## src/hdl/iir4_pkg.sv

```systemverilog
// ----------------------------------------------------------------------------
// iir4_pkg: shared types and constants for the order-4 IIR filter
// Holds the fixed coefficient table and the sequencer control word.
// ----------------------------------------------------------------------------
package iir4_pkg;

  localparam int unsigned NumTaps   = 9;
  localparam int unsigned TapBits   = 4;
  localparam int unsigned SampleBits = 16;
  localparam int unsigned HistBits  = 32;
  localparam int unsigned HistFrac  = 16;
  localparam int unsigned CoefBits  = 32;
  localparam int unsigned AccBits   = 66;
  localparam int unsigned DigitBits = 4;
  localparam int unsigned NumDigits = 8;   // multiplier operand bits / DigitBits
  localparam int unsigned DigCntBits = 3;

  // Coefficient magnitudes times 10^10 and signs, taps b0..b4, a1..a4.
  localparam longint unsigned CoefMag [NumTaps] = '{
    64'd3851645, 64'd15406580, 64'd23119870, 64'd15406580, 64'd3851645,
    64'd23651740000, 64'd23139880000, 64'd10541600000, 64'd1785570000};
  localparam bit CoefNeg [NumTaps] = '{
    1'b0, 1'b0, 1'b0, 1'b0, 1'b0, 1'b1, 1'b0, 1'b1, 1'b0};

  // Rounded fixed-point coefficient; evaluated at elaboration only.
  function automatic longint make_coef(input int unsigned k, input int unsigned frac);
    longint unsigned m;
    longint q;
    m = (CoefMag[k] << frac) + 64'd5000000000;
    q = longint'(m / 64'd10000000000);
    return CoefNeg[k] ? -q : q;
  endfunction

  // Control word from the sequencer to the serial MAC.
  typedef struct packed {
    logic                  load;    // start a new product
    logic                  digit;   // shift one digit of the multiplier
    logic                  last;    // last digit of this product
    logic                  clear;   // clear accumulator
  } mac_ctrl_t;

endpackage

```

## src/hdl/iir4_mac.sv

```systemverilog
// ----------------------------------------------------------------------------
// iir4_mac: digit-serial multiply-accumulate unit
// Multiplies a 32-bit signed coefficient by a 32-bit signed operand, four
// bits per cycle while digit is set, and adds the product into a wide sum.
// ----------------------------------------------------------------------------
module iir4_mac (
  input  logic                          clk_i,
  input  logic                          rst_ni,
  input  iir4_pkg::mac_ctrl_t           ctrl_i,
  input  logic signed [iir4_pkg::CoefBits-1:0] coef_i,
  input  logic signed [iir4_pkg::HistBits-1:0] opnd_i,
  output logic signed [iir4_pkg::AccBits-1:0]  acc_o
);
  localparam int unsigned W = iir4_pkg::HistBits;
  localparam int unsigned D = iir4_pkg::DigitBits;
  localparam int unsigned A = iir4_pkg::AccBits;

  logic [W-1:0]          opnd_q, opnd_d;
  logic signed [A-1:0]   part_q, part_d;   // partial product, low digits first
  logic signed [A-1:0]   acc_q, acc_d;
  logic signed [iir4_pkg::CoefBits-1:0] coef_q;
  logic signed [iir4_pkg::CoefBits+D:0] pp;
  logic signed [D:0]     dig;

  // The top digit carries the operand sign; lower digits are unsigned.
  always_comb begin
    dig = ctrl_i.last ? {opnd_q[D-1], opnd_q[D-1:0]} : {1'b0, opnd_q[D-1:0]};
    pp  = (iir4_pkg::CoefBits+D+1)'(coef_q) * dig;
    opnd_d = opnd_q >> D;
    // Shift the product right one digit each step; the sum is rebuilt by
    // adding each digit product at the top and moving down.
    part_d = (part_q >>> D) + ($signed({pp, (A-iir4_pkg::CoefBits-D-1)'(0)}));
    acc_d  = acc_q;
    if (ctrl_i.clear) acc_d = '0;
    else if (ctrl_i.last) acc_d = acc_q + (part_d >>> (A-iir4_pkg::CoefBits-D-1-(W-D)));
  end

  always_ff @(posedge clk_i or negedge rst_ni) begin
    if (!rst_ni) begin
      acc_q <= '0;
    end else begin
      acc_q <= acc_d;
    end
  end

  always_ff @(posedge clk_i) begin
    if (ctrl_i.load) begin
      opnd_q <= opnd_i;
      coef_q <= coef_i;
      part_q <= '0;
    end else if (ctrl_i.digit) begin
      opnd_q <= opnd_d;
      part_q <= part_d;
    end
  end

  assign acc_o = acc_q;
endmodule

```

## src/hdl/iir_order4_direct_form_one.sv

```systemverilog
// ----------------------------------------------------------------------------
// iir_order4_direct_form_one: fourth-order direct-form-I low-pass filter
// One digit-serial MAC runs nine products of four-bit digits per sample.
// ----------------------------------------------------------------------------
// Each accepted input word runs nine products, each of one load step and
// eight digit steps, then one rounding step before a valid output word.
// No new input word is taken until the current one has left the rounding step.
// The next input word is taken while a finished result waits at the output;
// a new result is held in the rounding step until the output register is free.
// Reset clears all input and output history and empties the output register.
module iir_order4_direct_form_one #(
  parameter int unsigned COEF_FRAC_BITS = 28
) (
  input  logic        clk_i,
  input  logic        rst_ni,
  input  logic        s_axis_tvalid,
  output logic        s_axis_tready,
  input  logic [15:0] s_axis_tdata,   // sample_in[15:0]
  output logic        m_axis_tvalid,
  input  logic        m_axis_tready,
  output logic [15:0] m_axis_tdata,   // sample_out[15:0]
  output logic        m_axis_tuser    // clipped
);
  localparam int unsigned H = iir4_pkg::HistBits;
  localparam int unsigned A = iir4_pkg::AccBits;
  localparam int unsigned SB = iir4_pkg::SampleBits;
  localparam int unsigned HistFracW = iir4_pkg::HistFrac;
  localparam int unsigned YW = A - COEF_FRAC_BITS;
  localparam int unsigned RW = H - HistFracW + 1;
  localparam logic signed [YW-1:0] YMax = YW'({1'b0, {(H-1){1'b1}}});
  localparam logic signed [YW-1:0] YMin = -YMax - YW'(1);
  localparam logic signed [RW-1:0] RMax = RW'({1'b0, {(SB-1){1'b1}}});
  localparam logic signed [RW-1:0] RMin = -RMax - RW'(1);

  typedef enum logic [3:0] {
    StIdle  = 4'b0001,
    StLoad  = 4'b0010,
    StDigit = 4'b0100,
    StRound = 4'b1000
  } state_e;

  state_e state_q, state_d;
  logic [iir4_pkg::TapBits-1:0]    tap_q, tap_d;
  logic [iir4_pkg::DigCntBits-1:0] dig_q, dig_d;
  logic signed [SB-1:0]          xh_q [5];
  logic signed [H-1:0]           yh_q [4];
  logic signed [H-1:0]           opnd;
  logic signed [iir4_pkg::CoefBits-1:0] coef;
  logic signed [A-1:0]           acc;
  iir4_pkg::mac_ctrl_t           ctrl;
  logic                          ovalid_q;
  logic [15:0]                   odata_q;
  logic                          oclip_q;
  logic                          round_go;
  logic signed [A-1:0]           sum_r;
  logic signed [YW-1:0]          y_wide;
  logic signed [H-1:0]           y_sat;
  logic                          clip_y;
  logic signed [H:0]             y_rnd;
  logic signed [RW-1:0]          r_wide;
  logic signed [SB-1:0]          r_sat;
  logic                          clip_r;

  function automatic logic signed [iir4_pkg::CoefBits-1:0] coef_at(
      input logic [iir4_pkg::TapBits-1:0] k);
    logic signed [iir4_pkg::CoefBits-1:0] c;
    c = '0;
    for (int unsigned i = 0; i < iir4_pkg::NumTaps; i++) begin
      if (k == iir4_pkg::TapBits'(i))
        c = iir4_pkg::CoefBits'(iir4_pkg::make_coef(i, COEF_FRAC_BITS));
    end
    // Feedback taps enter with negated sign.
    return (k >= iir4_pkg::TapBits'(5)) ? -c : c;
  endfunction

  // Inputs are scaled by 2^16 so every product has COEF_FRAC_BITS + 16
  // fraction bits.
  always_comb begin
    coef = coef_at(tap_q);
    if (tap_q < iir4_pkg::TapBits'(5))
      opnd = {xh_q[tap_q[2:0]], HistFracW'(0)};
    else
      opnd = yh_q[2'(tap_q - iir4_pkg::TapBits'(5))];
  end

  assign s_axis_tready = (state_q == StIdle);
  assign round_go      = (state_q == StRound) && (!ovalid_q || m_axis_tready);

  always_comb begin
    state_d = state_q;
    tap_d   = tap_q;
    dig_d   = dig_q;
    ctrl    = '0;
    unique case (state_q)
      StIdle: begin
        if (s_axis_tvalid && s_axis_tready) begin
          ctrl.clear = 1'b1;
          tap_d   = '0;
          state_d = StLoad;
        end
      end
      StLoad: begin
        ctrl.load = 1'b1;
        dig_d   = '0;
        state_d = StDigit;
      end
      StDigit: begin
        ctrl.digit = 1'b1;
        ctrl.last  = (dig_q == iir4_pkg::DigCntBits'(iir4_pkg::NumDigits-1));
        dig_d = dig_q + 1'b1;
        if (ctrl.last) begin
          if (tap_q == iir4_pkg::TapBits'(iir4_pkg::NumTaps-1)) begin
            state_d = StRound;
          end else begin
            tap_d   = tap_q + 1'b1;
            state_d = StLoad;
          end
        end
      end
      StRound: begin
        if (round_go) state_d = StIdle;
      end
      default: state_d = StIdle;
    endcase
  end

  // Round half up to 16 fraction bits, saturate to 32 bits, then to a sample.
  always_comb begin
    sum_r  = acc + (A'(1) <<< (COEF_FRAC_BITS-1));
    y_wide = sum_r[A-1:COEF_FRAC_BITS];
    clip_y = (y_wide > YMax) || (y_wide < YMin);
    if (clip_y) y_sat = y_wide[YW-1] ? {1'b1, {(H-1){1'b0}}}
                                     : {1'b0, {(H-1){1'b1}}};
    else        y_sat = y_wide[H-1:0];
    y_rnd  = (H+1)'(y_sat) + (H+1)'(1 << (HistFracW-1));
    r_wide = y_rnd[H:HistFracW];
    clip_r = (r_wide > RMax) || (r_wide < RMin);
    if (clip_r) r_sat = r_wide[RW-1] ? {1'b1, {(SB-1){1'b0}}}
                                     : {1'b0, {(SB-1){1'b1}}};
    else        r_sat = r_wide[SB-1:0];
  end

  always_ff @(posedge clk_i or negedge rst_ni) begin
    if (!rst_ni) begin
      state_q  <= StIdle;
      tap_q    <= '0;
      dig_q    <= '0;
      ovalid_q <= 1'b0;
      for (int i = 0; i < 5; i++) xh_q[i] <= '0;
      for (int i = 0; i < 4; i++) yh_q[i] <= '0;
    end else begin
      state_q <= state_d;
      tap_q   <= tap_d;
      dig_q   <= dig_d;
      if (round_go) ovalid_q <= 1'b1;
      else if (m_axis_tready) ovalid_q <= 1'b0;
      if (s_axis_tvalid && s_axis_tready) xh_q[0] <= s_axis_tdata[SB-1:0];
      if (round_go) begin
        for (int i = 1; i < 5; i++) xh_q[i] <= xh_q[i-1];
        yh_q[0] <= y_sat;
        for (int i = 1; i < 4; i++) yh_q[i] <= yh_q[i-1];
      end
    end
  end

  always_ff @(posedge clk_i) begin
    if (round_go) begin
      odata_q <= 16'(r_sat);
      oclip_q <= clip_y || clip_r;
    end
  end

  iir4_mac u_mac (
    .clk_i  (clk_i),
    .rst_ni (rst_ni),
    .ctrl_i (ctrl),
    .coef_i (coef),
    .opnd_i (opnd),
    .acc_o  (acc)
  );

  assign m_axis_tvalid = ovalid_q;
  assign m_axis_tdata  = odata_q;
  assign m_axis_tuser  = oclip_q;

  a_one_hot: assert property (@(posedge clk_i) disable iff (!rst_ni)
    $onehot(state_q)) else $error("state not one-hot");
  a_no_accept_busy: assert property (@(posedge clk_i) disable iff (!rst_ni)
    (state_q != StIdle) |-> !s_axis_tready) else $error("ready while busy");
  a_round_to_valid: assert property (@(posedge clk_i) disable iff (!rst_ni)
    (state_q == StRound) |=> m_axis_tvalid) else $error("result not shown");
endmodule
```

## config.mk

```make
export PLATFORM = sky130hd
export DESIGN_NAME = iir_order4_direct_form_one
export DESIGN_NICKNAME = d
export VERILOG_FILES = /design/src/hdl/iir4_pkg.sv /design/src/hdl/iir4_mac.sv /design/src/hdl/iir_order4_direct_form_one.sv
export SDC_FILE = /design/constraint.sdc
export NUM_CORES = 1
export LEC_CHECK = 0
export ABC_CLOCK_PERIOD_IN_PS = 11900
export BUFFER_PORTS_ARGS = -buffer_cell sky130_fd_sc_hd__buf_2
export CAP_MARGIN = 20
export CORE_ASPECT_RATIO = 1.25
export CORE_MARGIN = 5
export CORE_UTILIZATION = 65
export DETAILED_ROUTE_END_ITERATION = 7
export GPL_TIMING_DRIVEN = 1
export PLACE_DENSITY = 0.82
export SLEW_MARGIN = 20
export SYNTH_ARGS = -nofsm -noshare
export SYNTH_HDL_FRONTEND = slang
export SYNTH_SLANG_ARGS = --single-unit
export TNS_END_PERCENT = 20
```

## constraint.sdc

```tcl
create_clock -name clk_i -period 11.9 [get_ports clk_i]
set_clock_uncertainty 0.1 [all_clocks]
set_input_delay 1.19 -clock clk_i [delete_from_list [all_inputs] [get_ports clk_i]]
set_output_delay 1.19 -clock clk_i [all_outputs]
set_load 0.005 [all_outputs]
```

# After elaboration in Yosys (flattened, before gate mapping)
# Cells that the tools add are included.
# op_classes
addsub	8
n_mul	1
order_cmp	8
eq_ne	17
mux	42
bitwise_logic	2
reduce_logical	15
# ops
cell	n
2-to-1 mux 32 bit	15
2-to-1 mux 66 bit	2
adder 62 x 66 -> 66 bit	1
adder 66 x 29 -> 66 bit, second input constant	1
adder 66 x 65 -> 66 bit	1
binary-select mux 32 bit (select 2 bit)	1
2-to-1 mux 16 bit	4
binary-select mux 16 bit (select 3 bit)	1
> comparator 38 x 32 -> 1 bit, second input constant	1
< comparator 38 x 32 -> 1 bit, second input constant	1
multiplier 32 x 5 -> 37 bit	1
adder 32 x 17 -> 33 bit, second input constant	1
negator 32 bit	1
2-to-1 mux 4 bit	7
== test 4 x 3 -> 1 bit, second input constant	5
2-to-1 mux 19 bit	1
> comparator 17 x 16 -> 1 bit, second input constant	1
< comparator 17 x 16 -> 1 bit, second input constant	1
2-to-1 mux 17 bit	1
case mux 4 bit (4 select lines)	1
== test 4 x 2 -> 1 bit, second input constant	3
nonzero test 2 bit	5
== test 4 x 1 -> 1 bit, second input constant	2
== test 4 bit, second input constant	2
other kinds (23)	33
# word_totals
regBits	433
inputBits	20
output_inout_bits	19

# Longest topological paths before layout
# depth
depth_word	12
ltp_mapped	44
ltp_nobuf	42

# By module
# From an unflattened synthesis, not the netlist that was laid out.
# unflattened
hier_cells	3452
area_unflattened_um2	31012.2
# modules_own_cells
mod	instances	cells_each	area_per_inst_um2
iir4_mac	1	2018	18205.0
iir_order4_direct_form_one	1	1434	12807.3

# Worst setup path before layout
# No wires, ideal clock.
# synth_path
kind	flip-flop to flip-flop
start	register state_q[1]
end	register u_mac.acc_q[65] (netlist: u_mac.acc_o[65])
setup_ps	69
arrival_ps	8933
path_slack_ps	2798
path_stages_with_launch	40
n_path_buf	1
cell_sequence	dfrtp_1 -> nor4b_1 -> and2_1 -> nand2_1 -> clkbuf_1 -> or2_2 -> fa_1 -> fa_1 -> fa_1 -> inv_1 -> fa_1 -> a21o_1 -> a21oi_1 -> o21ai_0 -> a211o_1 -> and2_1 -> and3_1 -> o21ai_0 -> [... 4 more ...] -> a21o_1 -> a21o_1 -> a21o_1 -> a21o_1 -> a21oi_1 -> a31oi_1 -> o41a_1 -> a21oi_1 -> xnor2_1 -> ha_1 -> and3_1 -> nand2_1 -> o21ba_2 -> and3_1 -> a211o_1 -> xnor3_1 -> or3_1 -> nand3_1
# synth_between
elab_chain_len	8
elab_cells_between_ends	13
classes_between	add/sub: 2; mul: 1; eq/ne: 2; mux: 6; reduce/logical: 2
# synth_lines
item	line_no	text
start: declaration	iir_order4_direct_form_one.sv:42	state_e state_q, state_d;
start signal: assignment	iir_order4_direct_form_one.sv:145	state_q <= StIdle;
start signal: assignment	iir_order4_direct_form_one.sv:152	state_q <= state_d;
== test 4 x 3 -> 1 bit	iir_order4_direct_form_one.sv:94	unique case (state_q)
2-to-1 mux 2 bit	iir_order4_direct_form_one.sv:94	
2-to-1 mux 5 bit	iir4_mac.sv:27	dig = ctrl_i.last ? {opnd_q[D-1], opnd_q[D-1:0]} : {1'b0, opnd_q[D-1:0]};
multiplier 32 x 5 -> 37 bit	iir4_mac.sv:28	pp = (iir4_pkg::CoefBits+D+1)'(coef_q) * dig;
adder 62 x 66 -> 66 bit	iir4_mac.sv:32	part_d = (part_q >>> D) + ($signed({pp, (A-iir4_pkg::CoefBits-D-1)'(0)}));
via u_mac.part_d[60]	iir4_mac.sv:19	logic signed [A-1:0] part_q, part_d;
adder 66 x 65 -> 66 bit	iir4_mac.sv:35	else if (ctrl_i.last) acc_d = acc_q + (part_d >>> (A-iir4_pkg::CoefBits-D-1-(W-D)));
2-to-1 mux 66 bit	iir4_mac.sv:35	
2-to-1 mux 66 bit	iir4_mac.sv:34	if (ctrl_i.clear) acc_d = '0;
end signal: assignment	iir4_mac.sv:40	acc_q <= '0;
end signal: assignment	iir4_mac.sv:42	acc_q <= acc_d;
end: declaration	iir4_mac.sv:20	logic signed [A-1:0] acc_q, acc_d;
# The timed path passes the listed nets, and every way through them passes these cells. The select of a mux whose other input is x is not followed.
# A chain may end at the register's enable or synchronous reset.

# Final worst setup path
# layout_path
start	register u_mac.opnd_q[3]
end	register u_mac.acc_q[62] (netlist: u_mac.acc_o[62])
# layout_between
elab_chain_len	6
# layout_lines
item	line_no	text
start: declaration	iir4_mac.sv:18	logic [W-1:0] opnd_q, opnd_d;
start signal: assignment	iir4_mac.sv:48	opnd_q <= opnd_i;
start signal: assignment	iir4_mac.sv:52	opnd_q <= opnd_d;
2-to-1 mux 5 bit	iir4_mac.sv:27	
multiplier 32 x 5 -> 37 bit	iir4_mac.sv:28	
adder 62 x 66 -> 66 bit	iir4_mac.sv:32	
via u_mac.part_d[47]	iir4_mac.sv:19	
adder 66 x 65 -> 66 bit	iir4_mac.sv:35	
2-to-1 mux 66 bit	iir4_mac.sv:35	
2-to-1 mux 66 bit	iir4_mac.sv:34	
# The timed path passes the listed nets, and every way through them passes these cells. The select of a mux whose other input is x is not followed.

==> summary.md <==
| Metric | Value |
|---|---|
| Outcome | completed |
| Area leader, netlist | dfrtp_1 |
| Req. time, crit path | 12.28 ns |
| Synth Area per Inst | 8.91 um2 |
| Area of the multi-input gates | 17,400 um2 |
| # nets final | around 3,600 |
| I/O pin count | 39 |
| Crit-path leading delay family | compound AO/OA/AOI/OAI gates |
| Slew Limit Fails | 0 |
| GRT Total Usage | 0.303 |
| Worst setup EP type | flip-flop |
| Synth top area cells | dfrtp_1 (24%), nand2_1 (9.8%), edfxtp_1 (8.2%), ha_1 (7.7%), fa_1 (6.8%) |
| Skew-Pair Late Insertion Delay | roughly 0.6 ns |
| Worst setup path class | flip-flop to flip-flop |
| Worst-path fanout max | 33 |
| Compound-Gate Fraction of Synth Area | 0.154 |
| Synth Net Count | 3,625 |
| DR vias/cell | 6.15 |
| Pre-antenna DRT Iters | 6 |
| CP Data Arrival Time | around 10 ns |
| Adder-cell area share of the yosys netlist | 0.144 |
| TritonCTS clock tree | yes |
| Number of distinct library cells after synthesis | 81 |
| Remaining global-route overflow | 0 |
| Cells after Synth | 3,323 |
| Crit path max-delay cell type | edfxtp_1 |
| Post-synthesis sequential area ratio | 0.365 |
| # diodes | 0 |
| Unrepaired setup endpoints after global routing | false |
| CORE AREA | roughly 45,000 um2 |
| Leak | ~15 nW |
| Drt drc | 0 |
| Worst Hold Class | flip-flop to flip-flop |
| EDFF count, synth | 81 |
| Buffer and inverter count on the worst path | 2 |
| Die W | around 200 um |
| Non-filler cells, final | around 3,900 |
| Gp weighted congestion | approximately 0.96 |
| Post-Syn Area | around 30,000 um2 |
| Slew headroom | 0.250 |
| # hold bufs at CTS | 0 |
| Synth Register Bits | approximately 430 |
| Synth Warn # | 0 |
| Setup-failing EPs final | 0 |
| Storage cell area | approximately 11,000 um2 |
| Final hold slack | 0.378 ns |
| Worst vdd ir | 0.251 mV |
| Filler cells | around 3,500 |
| Site Rows | 87 |
| Final Hold Vio Count | 0 |
| DP HPWL | between 50,000 and 60,000 um |
| DIE AREA | approximately 50,000 um2 |
| Fin crit period | 10.07 ns |
| DR iter-0 viols | 1,693 |
| Main synth FF type | dfrtp_1 |
| Clk sinks | around 430 |
| Drt wl/cell | roughly 20 um |
| Fraction of registers with async set/reset | 0.668 |
| Setup bufs post-CTS | 0 |
| Multiplexer area fraction after synthesis | 0.0379 |
| Num CTS Buffers | 45 |
| Number of max-cap violations | 0 |
| Clock Pin Slew Worst Setup and Hold Paths | roughly 0.060 ns |
| Worst-margin pin slew | approximately 1.1 ns |
| Placed cells | approximately 3,800 |
| P per Cell Area | 311 nW/um2 |
| Share of cells above drive strength 1 | 0.0658 |
| Synth Area in XOR/XNOR | 0.0549 |
| Routed Antenna Nets | 0 |
| Routed Wire Length | 76,300 um |
| CP Launch Type | flip-flop |
| Post-cts repair resize count | 0 |
| First-pass GRT wire length | 125,000 um |
| Design Power | slightly below 10 mW |
| Combinational family with the most area after synthesis | simple AND/OR/NAND/NOR gates |
| Area Growth Syn to Fin | 6.85% |
| Number of port buffers | 38 |
| Initial antenna violation count | 0 |
| Initial core utilization | 0.657 |
| Routed vias | about 24,000 |
| Most frequent cell after synthesis | nand2_1 |
| Worst path max stage delay | ~1.0 ns |
| Final worst-path cycle share | 0.846 |
| Largest net degree at the start of global routing | 173 |
| Synth Area in Simple Gates | 0.195 |
| Clock Tree Root | clkbuf_16 |
| Top cells by count, synth | nand2_1 (772), dfrtp_1 (285), inv_1 (219) |
| Die height | approximately 250 um |
| Vias in the first global route | ~24,000 |
| Share of Yosys cell area claimed by the top area cell type | 0.241 |
| Clock buffer depth | 3 |
| TNS Setup | 0 ns |
| H-tree Lvls | 2 |
| Fmax achieved | about 100 MHz |
sequential cells by signal, summed over array words and instances, names as in the netlist, 16 cells and up:
register and flops:
xh_q 80, u_mac.coef_q 32, u_mac.part_q 61, u_mac.opnd_q 32, m_axis_tdata 16, yh_q 128
u_mac.acc_o 66
metrics by stage:
stage | setup slack (ns) | utilization | instance area (um2)
finish | 1.83 | 0.702 | 31600
global route | 1.01 | 0.702 | 31600
CTS | 1.94 | 0.702 | 31600
detailed placement | 2.01 | 0.669 | 30200
global placement | 2.22 | 0.669 | 30200
floorplan | 2.80 | - | 29600
cell type report:
class                      count  share of cell area
multi-input combinational   2521               0.550
sequential                   428               0.342
clock buffer                  62              0.0395
inverter                     221              0.0264
tap                          578              0.0229
timing repair buffer          61              0.0122
clock inverter                22             0.00704
worst paths after layout:
kind / start / to / slack [ns] / cells past startpoint
worst max-delay path: u_mac.opnd_q[3] / u_mac.acc_o[62] / 1.83 / 36
worst min-delay path: u_mac.part_q[7] / u_mac.part_q[7] / 0.38 / 1
worst max register to register: u_mac.opnd_q[3] / u_mac.acc_o[62] / 1.83 / 36
worst min register to register: u_mac.part_q[7] / u_mac.part_q[7] / 0.38 / 1
max in group asynchronous: rst_ni / tap_q[0] / 9.60 / 2
min in group asynchronous: rst_ni / yh_q[52] / 0.55 / 1
per-layer routing:
metal  share of wire  GRT usage
met1            0.41      0.387
met2            0.50      0.516
met3           0.045     0.0418
met4           0.051      0.140
met5               0          0
placed cells by master, fill, tap and decap left out, types with 46 or more instances in the layout:
cell | netlist | routed
nand2_1 | 772 | 771
mux4_2 | 48 | 48
ha_1 | 182 | 182
a21o_1 | 77 | 77
clkbuf_16 | 0 | 46
xnor2_1 | 109 | 109
edfxtp_1 | 81 | 81
fa_1 | 100 | 100
and2_1 | 123 | 123
dfrtp_1 | 285 | 284
xor2_1 | 74 | 74
nor2_1 | 172 | 170
dfxtp_1 | 61 | 61
o21ai_0 | 178 | 177
inv_1 | 219 | 219
a21oi_1 | 150 | 149
nand3_1 | 46 | 46
a22o_1 | 86 | 86
kinds of logic (layout without fill, tap and decap cells):
| logic type | Yosys count | count (layout) |
|---|---|---|
| AOI/OAI and AO/OA | 701 | 701 |
| buffers and inverters | 374 | 366 |
| xor gates and xnor gates | 184 | 184 |
| muxes | 52 | 52 |
| DFF | 428 | 428 |
| adders and majority gates | 282 | 282 |
| and+or+nand+nor | 1302 | 1302 |
power by group:
| part | leakage [nW] | switching, mW | internal [mW] | total, mW |
|---|---|---|---|---|
| registers | 5.19 | 0.143 | 1.66 | 1.81 |
| logic | 9.43 | 4.02 | 2.58 | 6.60 |
| clock network | 0.715 | 0.616 | 0.810 | 1.43 |
No activity file was read; power rests on OpenSTA's default activity.
